==> src/mpc_pkg.sv <==
`timescale 1ns / 1ps
package mpc_pkg;

    localparam int MPC_TABLE_DEPTH = 16;
    localparam int ADDRESS_BITS    = 32;
    localparam int LEN_W           = 6;
    localparam int REMOVED_W       = 5;
    localparam int KIND_W          = 2;
    localparam int STATUS_W        = 2;
    localparam int IN_TDATA_W      = 40;
    localparam int OUT_TDATA_W     = 48;

    localparam logic [KIND_W-1:0] KIND_ADD_STATUS = 2'd0;
    localparam logic [KIND_W-1:0] KIND_DRAINED    = 2'd1;
    localparam logic [KIND_W-1:0] KIND_EMPTY      = 2'd2;

    localparam logic [STATUS_W-1:0] STATUS_STORED  = 2'd0;
    localparam logic [STATUS_W-1:0] STATUS_COVERED = 2'd1;
    localparam logic [STATUS_W-1:0] STATUS_FULL    = 2'd2;

    typedef struct packed {
        logic [ADDRESS_BITS-1:0] addr;
        logic [LEN_W-1:0]        len;
    } t_entry;

    typedef struct packed {
        logic old_covers_new;
        logic new_covers_old;
    } t_cover;

    // network mask for a length already limited to ADDRESS_BITS; zero length gives zero
    function automatic logic [ADDRESS_BITS-1:0] f_net_mask(input logic [LEN_W-1:0] len);
        f_net_mask = {ADDRESS_BITS{1'b1}} << (LEN_W'(ADDRESS_BITS) - len);
    endfunction

endpackage

==> src/mpc_table.sv <==
`timescale 1ns / 1ps
module mpc_table import mpc_pkg::*; #(
    parameter int TABLE_DEPTH = MPC_TABLE_DEPTH,
    localparam int IW = (TABLE_DEPTH > 1) ? $clog2(TABLE_DEPTH) : 1
) (
    input  logic          i_clk,
    input  logic          i_wr_en,
    input  logic [IW-1:0] i_wr_addr,
    input  t_entry        i_wr_data,
    input  logic          i_rd_en,
    input  logic [IW-1:0] i_rd_addr,
    output t_entry        o_rd_data
);

    t_entry r_mem [TABLE_DEPTH];
    t_entry r_rd_data;

    always_ff @(posedge i_clk) begin
        if (i_wr_en) begin
            r_mem[i_wr_addr] <= i_wr_data;
        end
    end

    // read data holds until the next read
    always_ff @(posedge i_clk) begin
        if (i_rd_en) begin
            r_rd_data <= r_mem[i_rd_addr];
        end
    end

    assign o_rd_data = r_rd_data;

endmodule

==> src/mpc_cover.sv <==
`timescale 1ns / 1ps
module mpc_cover import mpc_pkg::*; (
    input  t_entry i_new,
    input  t_entry i_stored,
    output t_cover o_cover
);

    logic [ADDRESS_BITS-1:0] w_mask_stored;
    logic [ADDRESS_BITS-1:0] w_mask_new;

    // both addresses are already masked to their own lengths
    assign w_mask_stored = f_net_mask(i_stored.len);
    assign w_mask_new    = f_net_mask(i_new.len);

    assign o_cover.old_covers_new = (i_stored.len <= i_new.len) &&
                                    ((i_new.addr & w_mask_stored) == i_stored.addr);
    assign o_cover.new_covers_old = (i_new.len <= i_stored.len) &&
                                    ((i_stored.addr & w_mask_new) == i_new.addr);

endmodule

==> src/modified_prefix_coalescer.sv <==
`timescale 1ns / 1ps
// Modified prefix coalescer.
// Input stream s_axis: tuser = mode (0 add, 1 drain); tdata = prefix address and length.
// Output stream m_axis: tuser = result kind; tdata = status, removed count, drained
// prefix; tlast marks the final result item of each input item.
// An add scans the table once through the shared cover unit, then compacts the
// survivors in a second pass over the table's one read port and appends; the result
// becomes valid in the same cycle that ready returns. A covered or dropped add skips
// the compaction pass. A drain reads each entry from the table and then loads it into
// the output register, reading the next entry only after that load.
// s_axis_tready is high only while the sequencer is idle; one item is processed at a
// time. Results sit in an output register, so the next input item is taken while
// the previous result still waits for m_axis_tready. When the receiver stalls, a
// drain pauses on the entry being output and resumes when the register empties.
// Reset (i_rst_n low, synchronous) empties the table and the output register; no
// clearing pass is needed since entries beyond the stored count are never read.
module modified_prefix_coalescer import mpc_pkg::*; #(
    parameter int TABLE_DEPTH = MPC_TABLE_DEPTH
) (
    input  logic                   i_clk,
    input  logic                   i_rst_n,
    input  logic                   s_axis_tvalid,
    output logic                   s_axis_tready,
    // [31:0] prefix_address, [37:32] prefix_length, [39:38] zero
    input  logic [IN_TDATA_W-1:0]  s_axis_tdata,
    // [0] mode
    input  logic [0:0]             s_axis_tuser,
    output logic                   m_axis_tvalid,
    input  logic                   m_axis_tready,
    // [1:0] add_status, [6:2] removed_count, [38:7] out_address,
    // [44:39] out_length, [47:45] zero
    output logic [OUT_TDATA_W-1:0] m_axis_tdata,
    // [1:0] result_kind
    output logic [KIND_W-1:0]      m_axis_tuser,
    output logic                   m_axis_tlast
);

    localparam int IW = (TABLE_DEPTH > 1) ? $clog2(TABLE_DEPTH) : 1;
    localparam int CW = $clog2(TABLE_DEPTH + 1);

    localparam logic [2:0] ST_IDLE      = 3'd0;
    localparam logic [2:0] ST_SCAN      = 3'd1;
    localparam logic [2:0] ST_DECIDE    = 3'd2;
    localparam logic [2:0] ST_COMPACT   = 3'd3;
    localparam logic [2:0] ST_APPEND    = 3'd4;
    localparam logic [2:0] ST_RESULT    = 3'd5;
    localparam logic [2:0] ST_DRAIN_RD  = 3'd6;
    localparam logic [2:0] ST_DRAIN_OUT = 3'd7;

    logic [2:0]          r_state,      n_state;
    logic [CW-1:0]       r_rd_idx,     n_rd_idx;
    logic [CW-1:0]       r_wr_idx,     n_wr_idx;
    logic                r_pend,       n_pend;
    logic                r_covered,    n_covered;
    logic [CW-1:0]       r_removed,    n_removed;
    logic [CW-1:0]       r_count,      n_count;
    t_entry              r_new,        n_new;
    logic [KIND_W-1:0]   r_res_kind,   n_res_kind;
    logic [STATUS_W-1:0] r_res_status, n_res_status;

    logic                r_out_valid,   n_out_valid;
    logic [KIND_W-1:0]   r_out_kind,    n_out_kind;
    logic [STATUS_W-1:0] r_out_status,  n_out_status;
    logic [REMOVED_W-1:0] r_out_removed, n_out_removed;
    t_entry              r_out_entry,   n_out_entry;
    logic                r_out_last,    n_out_last;

    logic                    w_rd_en;
    logic [IW-1:0]           w_rd_addr;
    logic                    w_wr_en;
    logic [IW-1:0]           w_wr_addr;
    t_entry                  w_wr_data;
    t_entry                  w_rd_data;
    t_cover                  w_cover;
    logic                    w_slot_free;
    logic                    w_accept;
    logic [LEN_W-1:0]        w_in_len;
    logic [ADDRESS_BITS-1:0] w_in_addr;

    mpc_table #(
        .TABLE_DEPTH(TABLE_DEPTH)
    ) u_table (
        .i_clk    (i_clk),
        .i_wr_en  (w_wr_en),
        .i_wr_addr(w_wr_addr),
        .i_wr_data(w_wr_data),
        .i_rd_en  (w_rd_en),
        .i_rd_addr(w_rd_addr),
        .o_rd_data(w_rd_data)
    );

    mpc_cover u_cover (
        .i_new   (r_new),
        .i_stored(w_rd_data),
        .o_cover (w_cover)
    );

    assign s_axis_tready = (r_state == ST_IDLE);
    assign w_accept      = s_axis_tvalid && s_axis_tready;
    assign w_slot_free   = !r_out_valid || m_axis_tready;

    assign w_in_len  = (s_axis_tdata[37:32] > LEN_W'(ADDRESS_BITS)) ?
                       LEN_W'(ADDRESS_BITS) : s_axis_tdata[37:32];
    assign w_in_addr = s_axis_tdata[31:0] & f_net_mask(w_in_len);

    always_comb begin
        n_state       = r_state;
        n_rd_idx      = r_rd_idx;
        n_wr_idx      = r_wr_idx;
        n_pend        = 1'b0;
        n_covered     = r_covered;
        n_removed     = r_removed;
        n_count       = r_count;
        n_new         = r_new;
        n_res_kind    = r_res_kind;
        n_res_status  = r_res_status;
        n_out_valid   = r_out_valid && !m_axis_tready;
        n_out_kind    = r_out_kind;
        n_out_status  = r_out_status;
        n_out_removed = r_out_removed;
        n_out_entry   = r_out_entry;
        n_out_last    = r_out_last;
        w_rd_en       = 1'b0;
        w_rd_addr     = r_rd_idx[IW-1:0];
        w_wr_en       = 1'b0;
        w_wr_addr     = r_wr_idx[IW-1:0];
        w_wr_data     = w_rd_data;

        case (r_state)
            ST_IDLE: begin
                if (w_accept) begin
                    n_new.addr = w_in_addr;
                    n_new.len  = w_in_len;
                    n_rd_idx   = '0;
                    n_wr_idx   = '0;
                    n_covered  = 1'b0;
                    n_removed  = '0;
                    if (s_axis_tuser[0]) begin
                        if (r_count == '0) begin
                            n_res_kind   = KIND_EMPTY;
                            n_res_status = STATUS_STORED;
                            n_state      = ST_RESULT;
                        end else begin
                            n_state = ST_DRAIN_RD;
                        end
                    end else begin
                        n_state = ST_SCAN;
                    end
                end
            end
            ST_SCAN: begin
                // read entry i while judging entry i-1
                w_rd_en = (r_rd_idx < r_count);
                n_pend  = w_rd_en;
                if (w_rd_en) begin
                    n_rd_idx = CW'(r_rd_idx + 1'b1);
                end
                if (r_pend) begin
                    n_covered = r_covered || w_cover.old_covers_new;
                    if (w_cover.new_covers_old) begin
                        n_removed = CW'(r_removed + 1'b1);
                    end
                end
                if (!w_rd_en && !r_pend) begin
                    n_state = ST_DECIDE;
                end
            end
            ST_DECIDE: begin
                n_res_kind = KIND_ADD_STATUS;
                n_rd_idx   = '0;
                n_wr_idx   = '0;
                if (r_covered) begin
                    n_res_status = STATUS_COVERED;
                    n_removed    = '0;
                    n_state      = ST_RESULT;
                end else if ((r_count - r_removed) >= CW'(TABLE_DEPTH)) begin
                    n_res_status = STATUS_FULL;
                    n_removed    = '0;
                    n_state      = ST_RESULT;
                end else begin
                    n_state = ST_COMPACT;
                end
            end
            ST_COMPACT: begin
                // write pointer trails the read pointer, so writes hit read slots
                w_rd_en = (r_rd_idx < r_count);
                n_pend  = w_rd_en;
                if (w_rd_en) begin
                    n_rd_idx = CW'(r_rd_idx + 1'b1);
                end
                if (r_pend && !w_cover.new_covers_old) begin
                    w_wr_en  = 1'b1;
                    n_wr_idx = CW'(r_wr_idx + 1'b1);
                end
                if (!w_rd_en && !r_pend) begin
                    n_state = ST_APPEND;
                end
            end
            ST_APPEND: begin
                w_wr_en      = 1'b1;
                w_wr_data    = r_new;
                n_count      = CW'(r_wr_idx + 1'b1);
                n_res_status = STATUS_STORED;
                n_state      = ST_RESULT;
            end
            ST_RESULT: begin
                if (w_slot_free) begin
                    n_out_valid   = 1'b1;
                    n_out_kind    = r_res_kind;
                    n_out_status  = r_res_status;
                    n_out_removed = REMOVED_W'(r_removed);
                    n_out_entry   = '0;
                    n_out_last    = 1'b1;
                    n_state       = ST_IDLE;
                end
            end
            ST_DRAIN_RD: begin
                w_rd_en = 1'b1;
                n_state = ST_DRAIN_OUT;
            end
            ST_DRAIN_OUT: begin
                if (w_slot_free) begin
                    n_out_valid   = 1'b1;
                    n_out_kind    = KIND_DRAINED;
                    n_out_status  = STATUS_STORED;
                    n_out_removed = '0;
                    n_out_entry   = w_rd_data;
                    n_out_last    = (CW'(r_rd_idx + 1'b1) == r_count);
                    if (CW'(r_rd_idx + 1'b1) == r_count) begin
                        n_count = '0;
                        n_state = ST_IDLE;
                    end else begin
                        n_rd_idx = CW'(r_rd_idx + 1'b1);
                        n_state  = ST_DRAIN_RD;
                    end
                end
            end
            default: begin
                n_state = ST_IDLE;
            end
        endcase
    end

    always_ff @(posedge i_clk) begin
        if (!i_rst_n) begin
            r_state     <= ST_IDLE;
            r_count     <= '0;
            r_pend      <= 1'b0;
            r_out_valid <= 1'b0;
        end else begin
            r_state     <= n_state;
            r_count     <= n_count;
            r_pend      <= n_pend;
            r_out_valid <= n_out_valid;
        end
    end

    always_ff @(posedge i_clk) begin
        r_rd_idx      <= n_rd_idx;
        r_wr_idx      <= n_wr_idx;
        r_covered     <= n_covered;
        r_removed     <= n_removed;
        r_new         <= n_new;
        r_res_kind    <= n_res_kind;
        r_res_status  <= n_res_status;
        r_out_kind    <= n_out_kind;
        r_out_status  <= n_out_status;
        r_out_removed <= n_out_removed;
        r_out_entry   <= n_out_entry;
        r_out_last    <= n_out_last;
    end

    assign m_axis_tvalid = r_out_valid;
    assign m_axis_tuser  = r_out_kind;
    assign m_axis_tlast  = r_out_last;
    assign m_axis_tdata  = {3'b000, r_out_entry.len, r_out_entry.addr,
                            r_out_removed, r_out_status};

`ifndef SYNTH
    a_count_bound: assert property (@(posedge i_clk) disable iff (!i_rst_n)
        r_count <= CW'(TABLE_DEPTH))
        else $error("stored count beyond table depth");

    a_wr_trails_rd: assert property (@(posedge i_clk) disable iff (!i_rst_n)
        (r_state == ST_COMPACT) |-> (r_wr_idx <= r_rd_idx))
        else $error("compaction write pointer passed read pointer");

    a_busy_after_accept: assert property (@(posedge i_clk) disable iff (!i_rst_n)
        (s_axis_tvalid && s_axis_tready) |=> !s_axis_tready)
        else $error("input accepted while still busy");

    a_drain_empties: assert property (@(posedge i_clk) disable iff (!i_rst_n)
        (($past(r_state) == ST_DRAIN_OUT) && (r_state == ST_IDLE)) |-> (r_count == '0))
        else $error("drain finished with entries left");

    a_add_one_result: assert property (@(posedge i_clk) disable iff (!i_rst_n)
        (r_state == ST_RESULT && w_slot_free) |=> (m_axis_tvalid && m_axis_tlast))
        else $error("add or empty drain result not presented as last");
`endif

endmodule

==> config.mk <==
export PLATFORM = sky130hd
export DESIGN_NAME = modified_prefix_coalescer
export DESIGN_NICKNAME = d
export VERILOG_FILES = /design/src/mpc_pkg.sv /design/src/mpc_table.sv /design/src/mpc_cover.sv /design/src/modified_prefix_coalescer.sv
export SDC_FILE = /design/constraint.sdc
export NUM_CORES = 1
export LEC_CHECK = 0
export ABC_CLOCK_PERIOD_IN_PS = 6500
export BUFFER_PORTS_ARGS = -buffer_cell sky130_fd_sc_hd__clkbuf_2
export CAP_MARGIN = 20
export CORE_UTILIZATION = 46
export CTS_CLUSTER_DIAMETER = 150
export DETAILED_ROUTE_END_ITERATION = 10
export PLACE_DENSITY_LB_ADDON = 0.1
export SETUP_SLACK_MARGIN = 0.3
export SKIP_LAST_GASP = 1
export SLEW_MARGIN = 20
export SYNTH_ARGS = -nofsm -noshare
export SYNTH_HDL_FRONTEND = slang
export SYNTH_SLANG_ARGS = --single-unit
==> constraint.sdc <==
create_clock -name i_clk -period 6.5 [get_ports i_clk]
set_clock_uncertainty 0.15 [all_clocks]
set_input_delay 1.3 -clock i_clk [delete_from_list [all_inputs] [get_ports i_clk]]
set_output_delay 1.3 -clock i_clk [all_outputs]
set_load 0.05 [all_outputs]
==> impl_results.md, run 1 <==
* Root Buffer: clkbuf_16
* Drt wl/cell at 28.7 um
* First-pass iteration count of the detailed router at 5
* Tmin final at 5.50 ns
* CTS tree: built
* Cell row count at 97
* Initial antenna violation count at 5
* RSZ-0062 raised after global routing: no
* Core Footprint at 69900 um^2
* Drt total wl at 85.1 mm
* Most used DFF post-synth: edfxtp_1
* Worst hold margin at 0.388 ns
* Area taken by multi-input logic gates at 9330 um^2
* Grt total ovfl at 0
* Fin Setup TNS at 0 ns
* Synth top area share at 0.694
* Synth area leader: edfxtp_1
* H-Tree Depth at 3
* Yosys warning total at 0
* Max-slew violations at 0
* Vias per inst at 5.98
* Sequential power share at 0.434
* Post-CTS sizing at 0
* Pin count of the biggest net entering global routing at 56
* PwrDens at 449 nW/um^2
* Fin crit share at 0.847
* Combinational fraction of design power at 0.298
* Final Cell Area at 37200 um^2
* Residual DRC count at 0
* Chip width at 268 um
* Layout Area Growth over Synthesis at 14.4%
* Netlist Area Pre-Place at 32500 um^2
* Slew Limit Headroom at 0.272
* R2R setup slack at 1.0 ns
* Die area at 71700 um^2
* Max-cap violations at 0
* Via count at 17.7k
* Critical path endpoint category: flip-flop
* Clock latency on the worst-skew pair at 0.64 ns
* Part of the power in the clock network at 0.268
* Worst endpoint required time at 6.72 ns
* Avg Cell Area, Syn at 17.9 um^2
* Clock Sinks at 761
* Final #Nets at 2037
* Worst min path class: reg -> reg
* Sequential share of the synthesized area at 0.700
* FF/Latch Area at 22800 um^2
* Buffers on Ports at 92
* Switch Pwr at 5.49 mW
* Initial core utilization at 0.465
* Detailed Place HPWL at 53.4 mm
* First-pass GRT wire length at 124 mm
* Clock Path Buffers at 3
* Crit-path max FO at 22
* Setup Fix Bufs, Post-CTS at 0
* Total Routing Usage GR at 0.243
* N_diodes at 0
* Hold_buf cts at 0
* Reg clk slew, reported paths at 0.06 ns
* Post-Syn Instances at 1820
* Yosys cell types at 80
* CP Class: reg -> reg
* Asr flop ratio synth at 0
* Crit path DAT at 5.72 ns
* IO Count at 98
* Status: complete, no violations
* Leakage at 12.0 nW
* Worst-Margin Slew at 1.09 ns
* Final ANT Viol Nets at 0
* Fillers at 5594
* CP max stage cell: ha_1
* Crit path cell chain: buf_4 > inv_1 > ha_1 > or3b_1 > xor2_1 > a2111oi_0 > a2111o_1 > nor4_1 > nand4_2 > o31ai_4 > buf_4 > a21oi_4 > buf_12
* DIE HEIGHT at 268 um
* GP Congestion at 0.967
* Post-synth EDFFs at 751
* Hold Violations, Final at 0
* Seq cells post-synth at 761
* Initial DRC Count at 1470
* Most used cell, CP: buf_4
* Worst vdd ir at 0.000328 V
* Internal at 11.2 mW
* Sw frac at 0.329
* Area contributors post-synth: edfxtp_1 (69%), mux4_2 (13%), ha_1 (1.2%)
* Layout cells sized above 1 at 0.255
* Final setup violation count at 0
* CTS buffer count at 80
* Max stage delay on crit path at 0.65 ns
* Post-place instance area at 34600 um^2
* Fmax at 182 MHz
* CP startpoint kind: flip-flop
* Vias in the first global route at 17.6k
## state kept, by name (all words and copies together) (netlist names)
signal and flops:
m_axis_tdata 38, m_axis_tlast 1, m_axis_tuser 2, m_axis_tvalid 1
r_count 5, r_covered 1, r_new 38, r_out_removed 5
r_out_status 2, r_pend 1, r_rd_idx 5, r_removed 5
r_res_kind 1, r_res_status 2, r_state 3, r_wr_idx 5
u_table.o_rd_data 38, u_table.r_mem 608
## cells in the final DEF, fill, tap and decap left out, drive strengths merged, types with 46 or more instances in the layout
cell type | synthesis | final
buf | 29 | 63
o21ai | 47 | 47
mux4 | 190 | 190
clkbuf | 70 | 190
nor2 | 68 | 68
edfxtp | 751 | 751
a21oi | 54 | 54
and2 | 46 | 46
inv | 56 | 57
nand2 | 75 | 75
## synth_stat cells, types with 8 or more instances
library cell  count
edfxtp_1        751
mux4_2          190
nand2_1          75
clkbuf_1         70
nor2_1           68
inv_1            56
a21oi_1          54
and2_1           45
o21ai_0          45
xnor2_1          39
ha_1             32
nor2b_1          31
mux2_2           27
nand3_1          25
xor2_1           20
nand2b_1         18
and3_1           14
nor3_1           14
buf_1            13
a211oi_1         11
a31oi_1          11
nor4_1           11
dfxtp_1          10
o22ai_1          10
buf_2             9
o311a_1           9
a2111oi_0         8
o31ai_1           8
## layout make-up
cell class,instances,area share
Timing Repair Buffer,155,0.0298
Multi-Input combinational cell,906,0.251
Clock buffer,98,0.0568
Tap cell,940,0.0316
Clock inverter,50,0.0129
Inverter,56,0.00566
Sequential cell,761,0.612
## power by group through the flow
| stage | Clock, mW | Sequential, mW | Combinational [mW] |
|---|---|---|---|
| global route | 4.74 | 7.27 | 5.39 |
| finish | 4.47 | 7.23 | 4.98 |
| global placement | 0 | 7.31 | 4.93 |
| detailed placement | 0 | 7.31 | 5.02 |
| CTS | 4.56 | 7.22 | 5.03 |
| floorplan | 0 | 7.03 | 3.50 |
## critical path: cells and delay by family, from the launching register on
| kind | cells | cell delay (ns) |
|---|---|---|
| flops | 1 | 0.36 |
| fa+ha+maj | 1 | 0.65 |
| simple gates | 3 | 1.27 |
| compound gates | 4 | 1.26 |
| xor+xnor | 1 | 0.38 |
| buf+inv | 4 | 1.14 |
## layer usage
metal | vias up | global-route usage | share of wire
met5 | - | 0 | 0
met4 | 0 | 0.0630 | 0.024
met3 | 102 | 0.0345 | 0.055
met2 | 584 | 0.386 | 0.48
met1 | 9408 | 0.355 | 0.44
li1 | 7639 | - | -
## cell families (layout without fill, tap and decap cells)
kind of cell | after synthesis | count (layout) | synth area share
AND/OR/NAND/NOR | 351 | 351 | 0.0580
flip-flops | 761 | 761 | 0.700
buffers and inverters | 155 | 359 | 0.0195
adder cells (fa/ha/maj) | 33 | 33 | 0.0126
multiplexers | 218 | 218 | 0.141
XOR/XNOR | 59 | 59 | 0.0159
other | 1 | 3 | 0.000115
AO/OA/AOI/OAI | 242 | 242 | 0.0522
## path summary, 6_finish.rpt
path                           to           from  depth (start not counted)
max          u_table.r_mem[0][26]       r_new[1]                         13
min reg2reg       m_axis_tuser[1]  r_res_kind[1]                          1
max reg2reg  u_table.r_mem[0][26]       r_new[1]                         13
min               m_axis_tuser[1]  r_res_kind[1]                          1
## per-stage QoR
stage	setup WS, ns	util	total power [mW]	cells
global route	0.708	0.532	17.4	2966
floorplan	1.30	-	10.5	1822
global placement	1.11	0.495	12.2	2818
finish	0.996	0.532	16.7	2966
detailed placement	1.04	0.495	12.3	2818
CTS	1.00	0.532	16.8	2966
No activity file was read; power rests on OpenSTA's default activity.
==> run 2: changes to the inputs <==
ABC_CLOCK_PERIOD_IN_PS = 4980   (was 6500)
clock period = 4.98 ns   (was 6.5 ns; I/O delays follow)
==> impl_results.md, run 2 (synthesis results as in run 1) <==
* Max-slew violations at 0
* Slew Limit Headroom at 0.389
* Crit-path max FO at 21
* Largest register by flop count: u_table.r_mem
* Fmax at 220 MHz
* Clock Sinks at 761
* Final WS setup at 0.433 ns
* CTS tree: built
* Die area at 71700 um^2
* CP startpoint kind: flip-flop
* Core Footprint at 69900 um^2
* Initial DRC Count at 1925
* Non-filler cells, final at 2976
* IO Count at 98
* First-pass GRT wire length at 121 mm
* Hold Violations, Final at 0
* Failing checks: design-rule violations
* Layout cells sized above 1 at 0.263
* Hold_buf cts at 0
* GP Congestion at 0.913
* Clock latency on the worst-skew pair at 0.63 ns
* Final ANT Viol Nets at 0
* DIE HEIGHT at 268 um
* Via count at 17.7k
* Worst endpoint required time at 5.19 ns
* Commonest non-fill, non-tap cell in the layout: edfxtp_1
* Setup WS pre-CTS at 0.529 ns
* Worst vdd ir at 0.000307 V
* Max reg flops at 608
* Status: finished, violations left
* Worst hold margin at 0.384 ns
* Grt total ovfl at 0
* Total Routing Usage GR at 0.238
* Fillers at 5543
* Tmin final at 4.55 ns
* Pin count of the biggest net entering global routing at 99
* Detailed Place HPWL at 52.9 mm
* CP Class: reg -> reg
* PwrDens at 590 nW/um^2
* Final #Nets at 2048
* Setup Fix Bufs, Post-CTS at 0
* Fin crit share at 0.913
* Initial antenna violation count at 5
* Layout Area Growth over Synthesis at 15.2%
* Clock Path Buffers at 3
* H-Tree Depth at 3
* Max-cap violations at 0
* Drt total wl at 83.8 mm
* Chip width at 268 um
* Leakage at 12.1 nW
* CTS buffer count at 79
* Crit path DAT at 4.76 ns
* Drt wl/cell at 28.2 um
* Vias in the first global route at 17.4k
* N_diodes at 0
* Critical path endpoint category: flip-flop
* Final setup violation count at 0
* Placed instance count at 2830
* Residual DRC count at 2
* Worst-Margin Slew at 0.916 ns
* Vias per inst at 5.96
* Buffers on Ports at 92
* Post-CTS sizing at 0
* RSZ-0062 raised after global routing: no
* Root Buffer: clkbuf_16
* Worst min path class: reg -> reg
* First-pass iteration count of the detailed router at 10
* Initial core utilization at 0.465
* Reg clk slew, reported paths at 0.06 ns
* Cell row count at 97
* Most frequent cells in the layout: edfxtp_1 (751), mux4_2 (190), clkbuf_2 (92)
## run 2: cell count changes in the layout (fill, tap and decap cells not counted), moves of 2 or more
cell,before,now
buf_12,14,24
nor4_2,2,4
inv_6,0,3
nor4_1,10,8
clkinv_1,24,19
buf_4,49,51
bufinv_16,6,10
clkinv_8,2,0
clkinv_16,3,1
## run 2: per-stage QoR
stage | util | area, um^2 | power [mW] | TNS (ns)
floorplan | - | 32500 | 13.7 | -107.84
global placement | 0.498 | 34800 | 16.1 | 0
detailed placement | 0.498 | 34800 | 16.2 | 0
CTS | 0.535 | 37400 | 22.2 | 0
global route | 0.535 | 37400 | 23.0 | 0
finish | 0.535 | 37400 | 22.1 | 0
## run 2: path summary, 6_finish.rpt
check	to	cells past startpoint	from	slack, ns
hold / removal	m_axis_tuser[1]	1	r_res_kind[1]	0.38
hold reg to reg	m_axis_tuser[1]	1	r_res_kind[1]	0.38
setup / recovery	u_table.r_mem[12][14]	10	r_new[2]	0.43
setup reg to reg	u_table.r_mem[12][14]	10	r_new[2]	0.43
## run 2: power by group
| group | total [mW] | internal, mW | switching (mW) | leakage, nW |
|---|---|---|---|---|
| sequential | 9.41 | 8.61 | 0.800 | 6.89 |
| combinational | 6.72 | 2.70 | 4.02 | 3.98 |
| clock | 5.95 | 3.51 | 2.43 | 1.28 |
## run 2: final cells by class
type | instances | area, um^2 | area share
inverter | 56 | 210 | 0.00562
multi-input combinational | 906 | 9340 | 0.250
tap | 940 | 1180 | 0.0314
timing repair buffer | 167 | 1320 | 0.0354
clock buffer | 96 | 2080 | 0.0557
clock inverter | 50 | 537 | 0.0143
sequential | 761 | 22800 | 0.608
## run 2: critical path: stages, from the launching register on
cell,delay [ns]
edfxtp_1,0.71
or3_4,0.52
o21a_1,0.23
nor2_1,0.48
o2111ai_1,0.24
xnor2_1,0.22
or4_1,0.71
o31ai_4,0.28
buf_12,0.26
a21oi_4,0.21
buf_12,0.22
## run 2: layer usage
layer / track usage / vias to the layer above / routed length [um]
li1: - / 7685 / -
met1: 0.361 / 9311 / 38200
met2: 0.358 / 648 / 38100
met3: 0.0358 / 98 / 5570
met4: 0.0693 / 2 / 1850
met5: 0 / - / 40
